--- src/design/multi_series_frame_sequencer_defines.svh ---
// assertion macros for the multi series frame sequencer
// expects i_clk and i_rst_n in the scope where a macro is used
`ifndef MULTI_SERIES_FRAME_SEQUENCER_DEFINES_SVH
`define MULTI_SERIES_FRAME_SEQUENCER_DEFINES_SVH

// consequent checked in the same cycle
`define MSFS_ASSERT_SAME(lbl, ante, cons) \
    lbl: assert property (@(posedge i_clk) disable iff (!i_rst_n) (ante) |-> (cons)) \
        else $error("msfs same-cycle check failed");

// consequent checked in the cycle after the antecedent
`define MSFS_ASSERT_NEXT(lbl, ante, cons) \
    lbl: assert property (@(posedge i_clk) disable iff (!i_rst_n) (ante) |=> (cons)) \
        else $error("msfs next-cycle check failed");

`endif

--- src/design/msfs_pkg.sv ---
// shared types, constants and codes for the multi series frame sequencer
// no dependencies; table depths are powers of two
`default_nettype none

package msfs_pkg;

    localparam int BANK_COUNT   = 16;
    localparam int SERIES_LIMIT = 8;
    localparam int SERIES_DEPTH = 64;
    localparam int FRAME_DEPTH  = 256;

    localparam int BANK_AW = (BANK_COUNT > 1) ? $clog2(BANK_COUNT) : 1;
    localparam int SER_AW  = (SERIES_DEPTH > 1) ? $clog2(SERIES_DEPTH) : 1;
    localparam int FRM_AW  = (FRAME_DEPTH > 1) ? $clog2(FRAME_DEPTH) : 1;
    localparam int SLOT_W  = (SERIES_LIMIT > 1) ? $clog2(SERIES_LIMIT) : 1;
    localparam int IDX_W   = $clog2(SERIES_LIMIT + 1);
    localparam int BCNT_W  = $clog2(SERIES_LIMIT + 2);

    // input modes
    localparam logic [2:0] MODE_FRAME  = 3'd0;
    localparam logic [2:0] MODE_SERIES = 3'd1;
    localparam logic [2:0] MODE_BANK   = 3'd2;
    localparam logic [2:0] MODE_BEGIN  = 3'd3;
    localparam logic [2:0] MODE_TICK   = 3'd4;

    // result status codes
    localparam logic [1:0] ST_REPORT     = 2'd0;
    localparam logic [1:0] ST_BEGIN_OK   = 2'd1;
    localparam logic [1:0] ST_BEGIN_FAIL = 2'd2;
    localparam logic [1:0] ST_INACTIVE   = 2'd3;

    typedef struct packed {
        logic [2:0]  mode;
        logic [7:0]  table_index;
        logic [7:0]  first_entry;
        logic [8:0]  entry_count;
        logic [15:0] duration;
        logic [7:0]  bank;
    } t_in_item;

    typedef struct packed {
        logic [1:0] status;
        logic [2:0] series;
        logic [7:0] frame_entry;
        logic       advanced;
        logic       last;
    } t_out_item;

    // bank entry: count saturates just above the series limit
    typedef struct packed {
        logic [7:0]        first;
        logic [BCNT_W-1:0] count;
    } t_bank_ent;

    typedef struct packed {
        logic [7:0] first;
        logic [8:0] count;
    } t_ser_ent;

    typedef struct packed {
        logic       accept;
        logic       prog_clr;
        logic       set_running;
        logic       idx_clr;
        logic       idx_inc;
        logic       next_cap;
        logic       rem_dec;
        logic       rem_load;
        logic       res_new;
        logic [1:0] res_status;
        logic       res_adv;
        logic       flush;
    } t_cmd;

    typedef struct packed {
        logic is_begin;
        logic bank_bad;
        logic running;
        logic walk_done;
        logic ser_empty;
        logic rem_zero;
        logic out_room;
        logic pend_valid;
    } t_sts;

endpackage

`default_nettype wire

--- src/design/msfs_ctrl.sv ---
// controller: sequences begin and tick items one series at a time
// depends on msfs_pkg; commands msfs_dpath through t_cmd, reads t_sts
`default_nettype none

module msfs_ctrl import msfs_pkg::*; (
    input  logic       i_clk,
    input  logic       i_rst_n,
    input  logic       i_in_valid,
    input  logic [2:0] i_in_mode,
    output logic       o_in_stall,
    input  t_sts       i_sts,
    output t_cmd       o_cmd
);

    typedef enum logic [7:0] {
        S_IDLE     = 8'b0000_0001,
        S_BANK_RD  = 8'b0000_0010,
        S_BANK_CHK = 8'b0000_0100,
        S_SER_RD   = 8'b0000_1000,
        S_SER_CHK  = 8'b0001_0000,
        S_FRM_RD   = 8'b0010_0000,
        S_FRM_USE  = 8'b0100_0000,
        S_FLUSH    = 8'b1000_0000
    } t_state;

    t_state r_state;
    t_state n_state;
    logic   can_emit;

    // a new result pushes the held one out, so the output register needs room
    assign can_emit = !i_sts.pend_valid || i_sts.out_room;

    always_comb begin
        n_state = r_state;
        o_cmd   = '0;
        unique case (r_state)
            S_IDLE: begin
                if (i_in_valid) begin
                    o_cmd.accept = 1'b1;
                    if (i_in_mode == MODE_BEGIN || i_in_mode == MODE_TICK) begin
                        n_state = S_BANK_RD;
                    end
                end
            end
            S_BANK_RD: begin
                n_state = S_BANK_CHK;
            end
            S_BANK_CHK: begin
                o_cmd.idx_clr = 1'b1;
                if (i_sts.is_begin) begin
                    if (i_sts.bank_bad) begin
                        o_cmd.res_new    = 1'b1;
                        o_cmd.res_status = ST_BEGIN_FAIL;
                        n_state          = S_FLUSH;
                    end else begin
                        o_cmd.prog_clr = 1'b1;
                        n_state        = S_SER_RD;
                    end
                end else if (!i_sts.running) begin
                    o_cmd.res_new    = 1'b1;
                    o_cmd.res_status = ST_INACTIVE;
                    n_state          = S_FLUSH;
                end else begin
                    n_state = S_SER_RD;
                end
            end
            S_SER_RD: begin
                if (i_sts.walk_done) begin
                    if (i_sts.is_begin) begin
                        o_cmd.res_new     = 1'b1;
                        o_cmd.res_status  = ST_BEGIN_OK;
                        o_cmd.set_running = 1'b1;
                    end
                    n_state = S_FLUSH;
                end else begin
                    n_state = S_SER_CHK;
                end
            end
            S_SER_CHK: begin
                if (i_sts.ser_empty) begin
                    o_cmd.idx_inc = 1'b1;
                    n_state       = S_SER_RD;
                end else if (i_sts.is_begin || i_sts.rem_zero) begin
                    o_cmd.next_cap = 1'b1;
                    n_state        = S_FRM_RD;
                end else if (can_emit) begin
                    o_cmd.rem_dec    = 1'b1;
                    o_cmd.res_new    = 1'b1;
                    o_cmd.res_status = ST_REPORT;
                    o_cmd.idx_inc    = 1'b1;
                    n_state          = S_SER_RD;
                end
            end
            S_FRM_RD: begin
                n_state = S_FRM_USE;
            end
            S_FRM_USE: begin
                if (i_sts.is_begin) begin
                    o_cmd.rem_load = 1'b1;
                    o_cmd.idx_inc  = 1'b1;
                    n_state        = S_SER_RD;
                end else if (can_emit) begin
                    o_cmd.rem_load   = 1'b1;
                    o_cmd.res_new    = 1'b1;
                    o_cmd.res_status = ST_REPORT;
                    o_cmd.res_adv    = 1'b1;
                    o_cmd.idx_inc    = 1'b1;
                    n_state          = S_SER_RD;
                end
            end
            S_FLUSH: begin
                if (!i_sts.pend_valid) begin
                    n_state = S_IDLE;
                end else if (i_sts.out_room) begin
                    o_cmd.flush = 1'b1;
                    n_state     = S_IDLE;
                end
            end
            default: begin
                n_state = S_IDLE;
            end
        endcase
    end

    always_ff @(posedge i_clk) begin
        if (!i_rst_n) begin
            r_state <= S_IDLE;
        end else begin
            r_state <= n_state;
        end
    end

    assign o_in_stall = (r_state != S_IDLE);

endmodule

`default_nettype wire

--- config.mk ---
export PLATFORM = sky130hd
export DESIGN_NAME = msfs_ctrl
export DESIGN_NICKNAME = d
export VERILOG_FILES = /design/src/design/multi_series_frame_sequencer_defines.svh /design/src/design/msfs_pkg.sv /design/src/design/msfs_ctrl.sv
export SDC_FILE = /design/constraint.sdc
export NUM_CORES = 1
export LEC_CHECK = 0
export ABC_AREA = 1
export BUFFER_PORTS_ARGS = -buffer_cell sky130_fd_sc_hd__buf_2
export CAP_MARGIN = 10
export CORE_UTILIZATION = 46
export DETAILED_ROUTE_END_ITERATION = 16
export PLACE_DENSITY = 0.77
export SETUP_SLACK_MARGIN = 0.05
export SYNTH_ARGS = -nofsm -noshare
export SYNTH_HDL_FRONTEND = slang
export SYNTH_SLANG_ARGS = --single-unit
--- constraint.sdc ---
create_clock -name i_clk -period 1.2 [get_ports i_clk]
set_input_delay 0.24 -clock i_clk [delete_from_list [all_inputs] [get_ports i_clk]]
set_output_delay 0.24 -clock i_clk [all_outputs]
set_load 0.01 [all_outputs]
# Yosys cells after proc, flatten, opt, wreduce, memory -nomap -nowiden
# Index checks and enable logic that the tools add are counted.
[word_totals]
ff_bits = 8
in_bits = 14
out_inout_bits = 14
[classes]
n_eq_ne = 14
n_mux = 47
n_reduce_logical = 5
[op_table]
columns = ["op", "n"]
rows = [
  ["$mux W8", 12],
  ["$pmux W8 S8", 1],
  ["$mux W3", 8],
  ["$mux W1", 20],
  ["$pmux W3 S4", 1],
  ["$eq A8 B1 Y1 const B", 1],
  ["$eq A8 B2 Y1 const B", 1],
  ["$eq A8 B3 Y1 const B", 1],
  ["$eq A8 B4 Y1 const B", 1],
  ["$eq A8 B5 Y1 const B", 1],
  ["$eq A8 B6 Y1 const B", 1],
  ["$eq A8 B7 Y1 const B", 1],
  ["$eq A8 B8 Y1 const B", 1],
  ["$ne A8 B1 Y1 const B", 1],
  ["$mux W5", 1],
  ["$mux W2", 2],
  ["$mux W4", 1],
  ["$ne A2 B2 Y1 const B", 2],
  ["$eq A3 B2 Y1 const B", 1],
  ["$eq A3 B3 Y1 const B", 1],
  ["$logic_or A1 B1 Y1", 3],
  ["$ne A3 B3 Y1 const B", 1],
  ["$reduce_and A3 Y1", 1],
  ["$pmux W1 S2", 1],
  ["$logic_not A1 Y1", 1],
]

# Depth between registers and ports, before layout
# Gate-level depths: netlist (run 1).
[depth]
word_depth = 6
mapped_depth = 9
ltp_nobuf = 9

# Worst setup path after synthesis (run 1)
# OpenSTA, ideal clock, no wires.
[synth_timing]
path_kind = "register -> output"
from = "reg r_state[7]"
to = "out o_cmd[2] (netlist bit)"
t_required_ps = 960
arrival_time_ps = 1009
stages_incl_launch_ff = 6
setup_slack_ps = -49
path_cell_list = "dfxtp_1 -> nor2_2 -> nand2_1 -> inv_2 -> nand2_1 -> o31ai_1"
[synth_rtl]
columns = ["element", "line", "text"]
rows = [
  ["from (decl)", "msfs_ctrl.sv:26", "t_state r_state;"],
  ["from (signal assigned)", "msfs_ctrl.sv:129", "r_state <= n_state;"],
  ["to (decl)", "msfs_ctrl.sv:12", "output t_cmd o_cmd"],
]

==> run metrics, run 1 <==
syn_area_per_cell 5.16 um^2; Clk pin slew, worst setup/hold paths 60 ps; Slowest Stage Delay on Critical Path between 300 and 400 ps; Port Buf Inserts 27; post-synthesis mux area share 0%; status finished with violations; Layout Cells excl Fill around 200; hpwl dp 1480 um; share of cells above drive strength 1 ~57%; clock sinks 8; # diodes 0; Setup Total Neg Slack -6420 ps; cell mode on critical path nand2_4; critical path fanouts, max 4; CTS Buffer Depth 2; remaining antenna violation count 0; drt wl/cell 18.5 um; top flop regs r_state: 8 flops; final wirelength roughly 3700 um; top post-synthesis cells by area dfxtp_1, nand2_1, inv_1, nor2_1, nand3_1; max reg flops 8; Initial Utilization 50.3%; Fin. Hold Viols 0; Rows 13; pwr dens 895 nW/um^2; most frequent cells after synthesis nand2_1, inv_1, nor2_1; Die W ~40 um; RSZ-0062 raised after global routing true; xor/xnor share of the synthesized area 0%; placed cell count between 150 and 200; Post-Synthesis Cells 130; compound-gate portion of the synthesized area ~4.7%; CTS tree built; most flop-heavy register r_state; critical path launch point type flip-flop; initial antenna violation count 0; Max Clk Rate 587 MHz; Period Utilization, post-route 142%; final core occ 91.2%; relative slew slack 80.1%; Final setup viols 21; RR Startpoint r_state[1]$_SDFFE_PN0P_; DR iter-0 viols 89; Syn Nets ~140; setup ws final -504 ps; post-layout instance area 1220 um^2; Area growth syn-to-layout 81.3%; I/O pins 28; Post-Synthesis Cell Area 671 um^2; violated checks setup timing; number of CTS-inserted buffers 3; first-pass GRT wire length 3030 um; most frequent cell after synthesis nand2_1; Post-DP Area 963 um^2; Max VDD drop 0.700 mV; worst slack at placement -172 ps; HP Start i_rst_n; drc violations 0; ys flop type dfxtp_1; Post-synth EDFFs 0; vias 1,174; final critical delay including setup and external delays 1700 ps; total power roughly 1.1 mW; Synth top area share 23.9%; Max-cap violations 0; Critical path origin r_state[0]$_SDFFE_PN1P_; Post-CTS Hold Fix Bufs 0; 1st-pass router iterations 6; nets@finish 199; Max Clock Skew approximately 4.3 ps; total gr overflow 0; # fillers between 50 and 60; Post-Synth Adder-Cell Area 0%; latest clock arrival within the worst-skew pair ~270 ps; largest family of logic cells by synthesized area simple AND/OR/NAND/NOR gates; Final Max Slew Viols 0; worst hold path class in2reg; critical path endpoint category primary output; Least-Margin Pin Slew 296 ps; post-synthesis sequential area ratio roughly a quarter; worst setup path category reg2out; post-synthesis simple-gate area fraction 53.0%; Synth area leader dfxtp_1; vias per inst between 5 and 6; leakage 0.729 nW; GRT Total Usage 29.4%; Die Span Y about 40 um; Synth cell types 16; CTS root buffer clkbuf_4; die area roughly 1600 um^2; crit path max-delay cell type dfxtp_2; H-tree levels 1; CP arrival 1460 ps; CP Cell Sequence inv_2 -> nand2_4 -> nor2_4 -> nand2_4 -> o31ai_4 -> buf_2; pin count of the biggest net entering global routing 7; Worst Path Required between 900 and 1000 ps; gpl congestion 0.835; WHS around 200 ps; Synth Register Bits 8; core area between 1000 and 1500 um^2; synth warn 0; vias in the first global route 758; Async SR Flop Fraction 0%
[cells in the final DEF (no fill, tap or decap), drive strengths merged, types with 3 or more instances in the layout]
master / instances
clkbuf: 3
buf: 50
nand2: 43
nor3: 3
dfxtp: 8
nor2: 24
inv: 33
nand3: 9
a21oi: 3
nand4: 3
[power by group]
part           internal (mW)  switching, mW
Clock                  0.116          0.108
Combinational          0.218          0.329
Sequential             0.292         0.0263
Total                  0.625          0.463
[timing repair]
action / in CTS / in global routing
pin swaps: 13 / 12
resized for setup: 28 / 29
setup endpoints to repair: 19 / 21
buffers inserted: 5 / 4
[worst max-delay path: cells and delay by family (launching register included)]
kind                   cells  cell delay (ps)
AO/OA/AOI/OAI              1              250
buffers and inverters      2              270
flip-flops                 1              340
AND/OR/NAND/NOR            3              330
[routing by layer]
| layer | vias up | routed length, um | global-route usage [%] |
|---|---|---|---|
| met5 | - | 0 | 0 |
| met4 | 0 | 394 | 15.8 |
| met3 | 50 | 458 | 10.6 |
| met2 | 125 | 1690 | 51.6 |
| met1 | 507 | 1120 | 30.2 |
| li1 | 492 | - | - |
[worst paths after layout]
check	endpoint	slack (ps)	cells after the start
max	o_cmd[2]	-500	6
min	r_state[7]$_SDFFE_PN0P_	190	3
max reg2reg	r_state[0]$_SDFFE_PN1P_	-160	10
min reg2reg	r_state[6]$_SDFFE_PN0P_	710	3
[logic make-up (layout without fill, tap and decap cells)]
logic type      count (synthesis)  count (layout)
compound gates                  5               5
buf+inv                        33              86
flops                           8               8
simple gates                   84              84
[cell type report]
| type | instances | area, um^2 | area share [%] |
|---|---|---|---|
| repair buffers | 50 | 325 | 26.7 |
| well taps | 15 | 18.8 | 1.54 |
| multi-input cells | 89 | 548 | 45.1 |
| clock buffers | 3 | 22.5 | 1.85 |
| inverters | 33 | 129 | 10.6 |
| flip-flops and latches | 8 | 173 | 14.2 |
No activity file was read; power rests on OpenSTA's default activity.
==> inputs of run 2 (changes only) <==
--- a/config.mk
+++ b/config.mk
@@ -8,9 +8,12 @@
 export ABC_AREA = 1
 export BUFFER_PORTS_ARGS = -buffer_cell sky130_fd_sc_hd__buf_2
 export CAP_MARGIN = 10
-export CORE_UTILIZATION = 46
+export CELL_PAD_IN_SITES_DETAIL_PLACEMENT = 2
+export CELL_PAD_IN_SITES_GLOBAL_PLACEMENT = 2
+export CORE_ASPECT_RATIO = 1.2
+export CORE_UTILIZATION = 21
 export DETAILED_ROUTE_END_ITERATION = 16
-export PLACE_DENSITY = 0.77
+export PLACE_DENSITY_LB_ADDON = 0.1
 export SETUP_SLACK_MARGIN = 0.05
 export SYNTH_ARGS = -nofsm -noshare
 export SYNTH_HDL_FRONTEND = slang
==> run 2 against run 1 <==
Net effect: the run still ends with setup timing left; final area rose by 14%; sequential cell count did not move; register-to-register slack worse by 100 ps; setup slack improved by 23 ps; final cell count grew 14%; core utilization fell by 46 points; first-iteration DRC count shrank 83%; highest routed layer unchanged; combinational power increased by 30%; critical path depth unchanged; via count is 12% lower.
==> run metrics, run 2 (same netlist as run 1, synthesis figures left out) <==
status finished with violations; violated checks setup timing; I/O pins 28; remaining antenna violation count 0; total gr overflow 0; GRT met1 Usage a little over a fifth; Final Max Slew Viols 0; Max Clock Skew between 10 and 15 ps; most flop-heavy register r_state; vias in the first global route 1,111; Port Buf Inserts 27; Worst Path Required 960 ps; Most Crowded Layer GR met2; cell mode on critical path nor2_4; GRT Total Usage 21.4%; worst setup path category reg2out; Final setup viols 21; Least-Margin Pin Slew just over 300 ps; Die W 53.6 um; top flop regs r_state: 8 flops; 1st-pass router iterations 3; setup ws final -481 ps; Period Utilization, post-route 140%; CTS root buffer clkbuf_4; leakage a little under 0.8 nW; CP arrival between 1000 and 1500 ps; Initial Utilization 21.9%; critical path endpoint category primary output; Clk pin slew, worst setup/hold paths 60 ps; pin count of the biggest net entering global routing 7; core area 3060 um^2; relative slew slack 79.7%; worst hold path class in2reg; critical path launch point type flip-flop; gpl congestion 0.751; initial antenna violation count 0; drt wl/cell approximately 16 um; Fin. Hold Viols 0; met2 Use GR 40.2%; CP Cell Sequence nor2_4 -> nand3_2 -> nor2_4 -> nand2_2 -> nor2_1 -> buf_2; vias ~1,000; Max Clk Rate 595 MHz; vias per inst 4.58; Area growth syn-to-layout 107%; drc violations 0; DR iter-0 viols 15; share of cells above drive strength 1 62.4%; placed cell count 213; CTS Buffer Depth 2; max reg flops 8; most common cell after layout, fill and taps aside nand2_1; latest clock arrival within the worst-skew pair ~290 ps; most frequent cells in the layout nand2_1, buf_2, inv_1, buf_4, buf_6; Layout Cells excl Fill 225; number of CTS-inserted buffers 3; # diodes 0; final core occ 45.5%; final critical delay including setup and external delays 1680 ps; Slowest Stage Delay on Critical Path roughly 360 ps; RSZ-0062 raised after global routing true; Setup Total Neg Slack -6190 ps; H-tree levels 1; CTS tree built; # fillers ~380; Max-cap violations 0; M3 GR Usage under 10%; pwr dens 911 nW/um^2; WHS 201 ps; Max VDD drop 0.747 mV; clock sinks 8; final wirelength 3510 um; die area 3420 um^2; nets@finish 205; Die Span Y 63.9 um; critical path fanouts, max 4; first-pass GRT wire length 5110 um; crit path max-delay cell type dfxtp_4; hpwl dp ~2300 um; Rows 22
## run 2: final timing paths
check | start | end | slack, ps | cells past startpoint
setup / recovery | r_state[7]$_SDFFE_PN0P_ | o_cmd[7] | -480 | 6
hold reg to reg | r_state[6]$_SDFFE_PN0P_ | r_state[6]$_SDFFE_PN0P_ | 680 | 3
hold / removal | i_rst_n | r_state[3]$_SDFFE_PN0P_ | 200 | 3
setup reg to reg | r_state[5]$_SDFFE_PN0P_ | r_state[0]$_SDFFE_PN1P_ | -260 | 11
## run 2: layout make-up
type	count	area, um^2	area share (%)
clock buffer	3	22.5	1.62
inverter	33	139	9.99
multi-input combinational	89	584	42.0
sequential	8	176	12.7
tap	36	45.0	3.24
timing repair buffer	56	423	30.4
## run 2: critical path: cells and delay by family, from the launching register on
kind	cells	cell delay, ps
simple gates	5	660
flops	1	360
buf+inv	1	140
## run 2: per-layer routing
layer  share of wire (%)  vias to the layer above  wire (um)
met4                 3.4                        0        119
met2                  56                       28       1970
met1                  38                      489       1320
met5                   0                        -          0
li1                    -                      504          -
met3                 2.7                        9         94
## run 2: where the power goes
| group | internal, mW | switching [mW] | total, mW | leakage [nW] |
|---|---|---|---|---|
| logic | 0.336 | 0.377 | 0.713 | 0.700 |
| clock network | 0.116 | 0.122 | 0.239 | 0.0138 |
| registers | 0.285 | 0.0290 | 0.314 | 0.0686 |
## run 2: metrics by stage
stage	instance area (um^2)	total power [mW]	setup slack, ps
3_5_place_dp	1020	0.710	-194
6_report	1390	1.27	-481
4_1_cts	1240	1.02	-412
3_3_place_gp	1020	0.686	-179
5_1_grt	1390	1.35	-565
2_1_floorplan	689	0.518	25.3
## run 2: timing repair
action,CTS,global route
buffers inserted,7,6
hold buffers,0,0
gates resized for setup,50,36
pin swaps,14,16
setup endpoints to repair,21,21
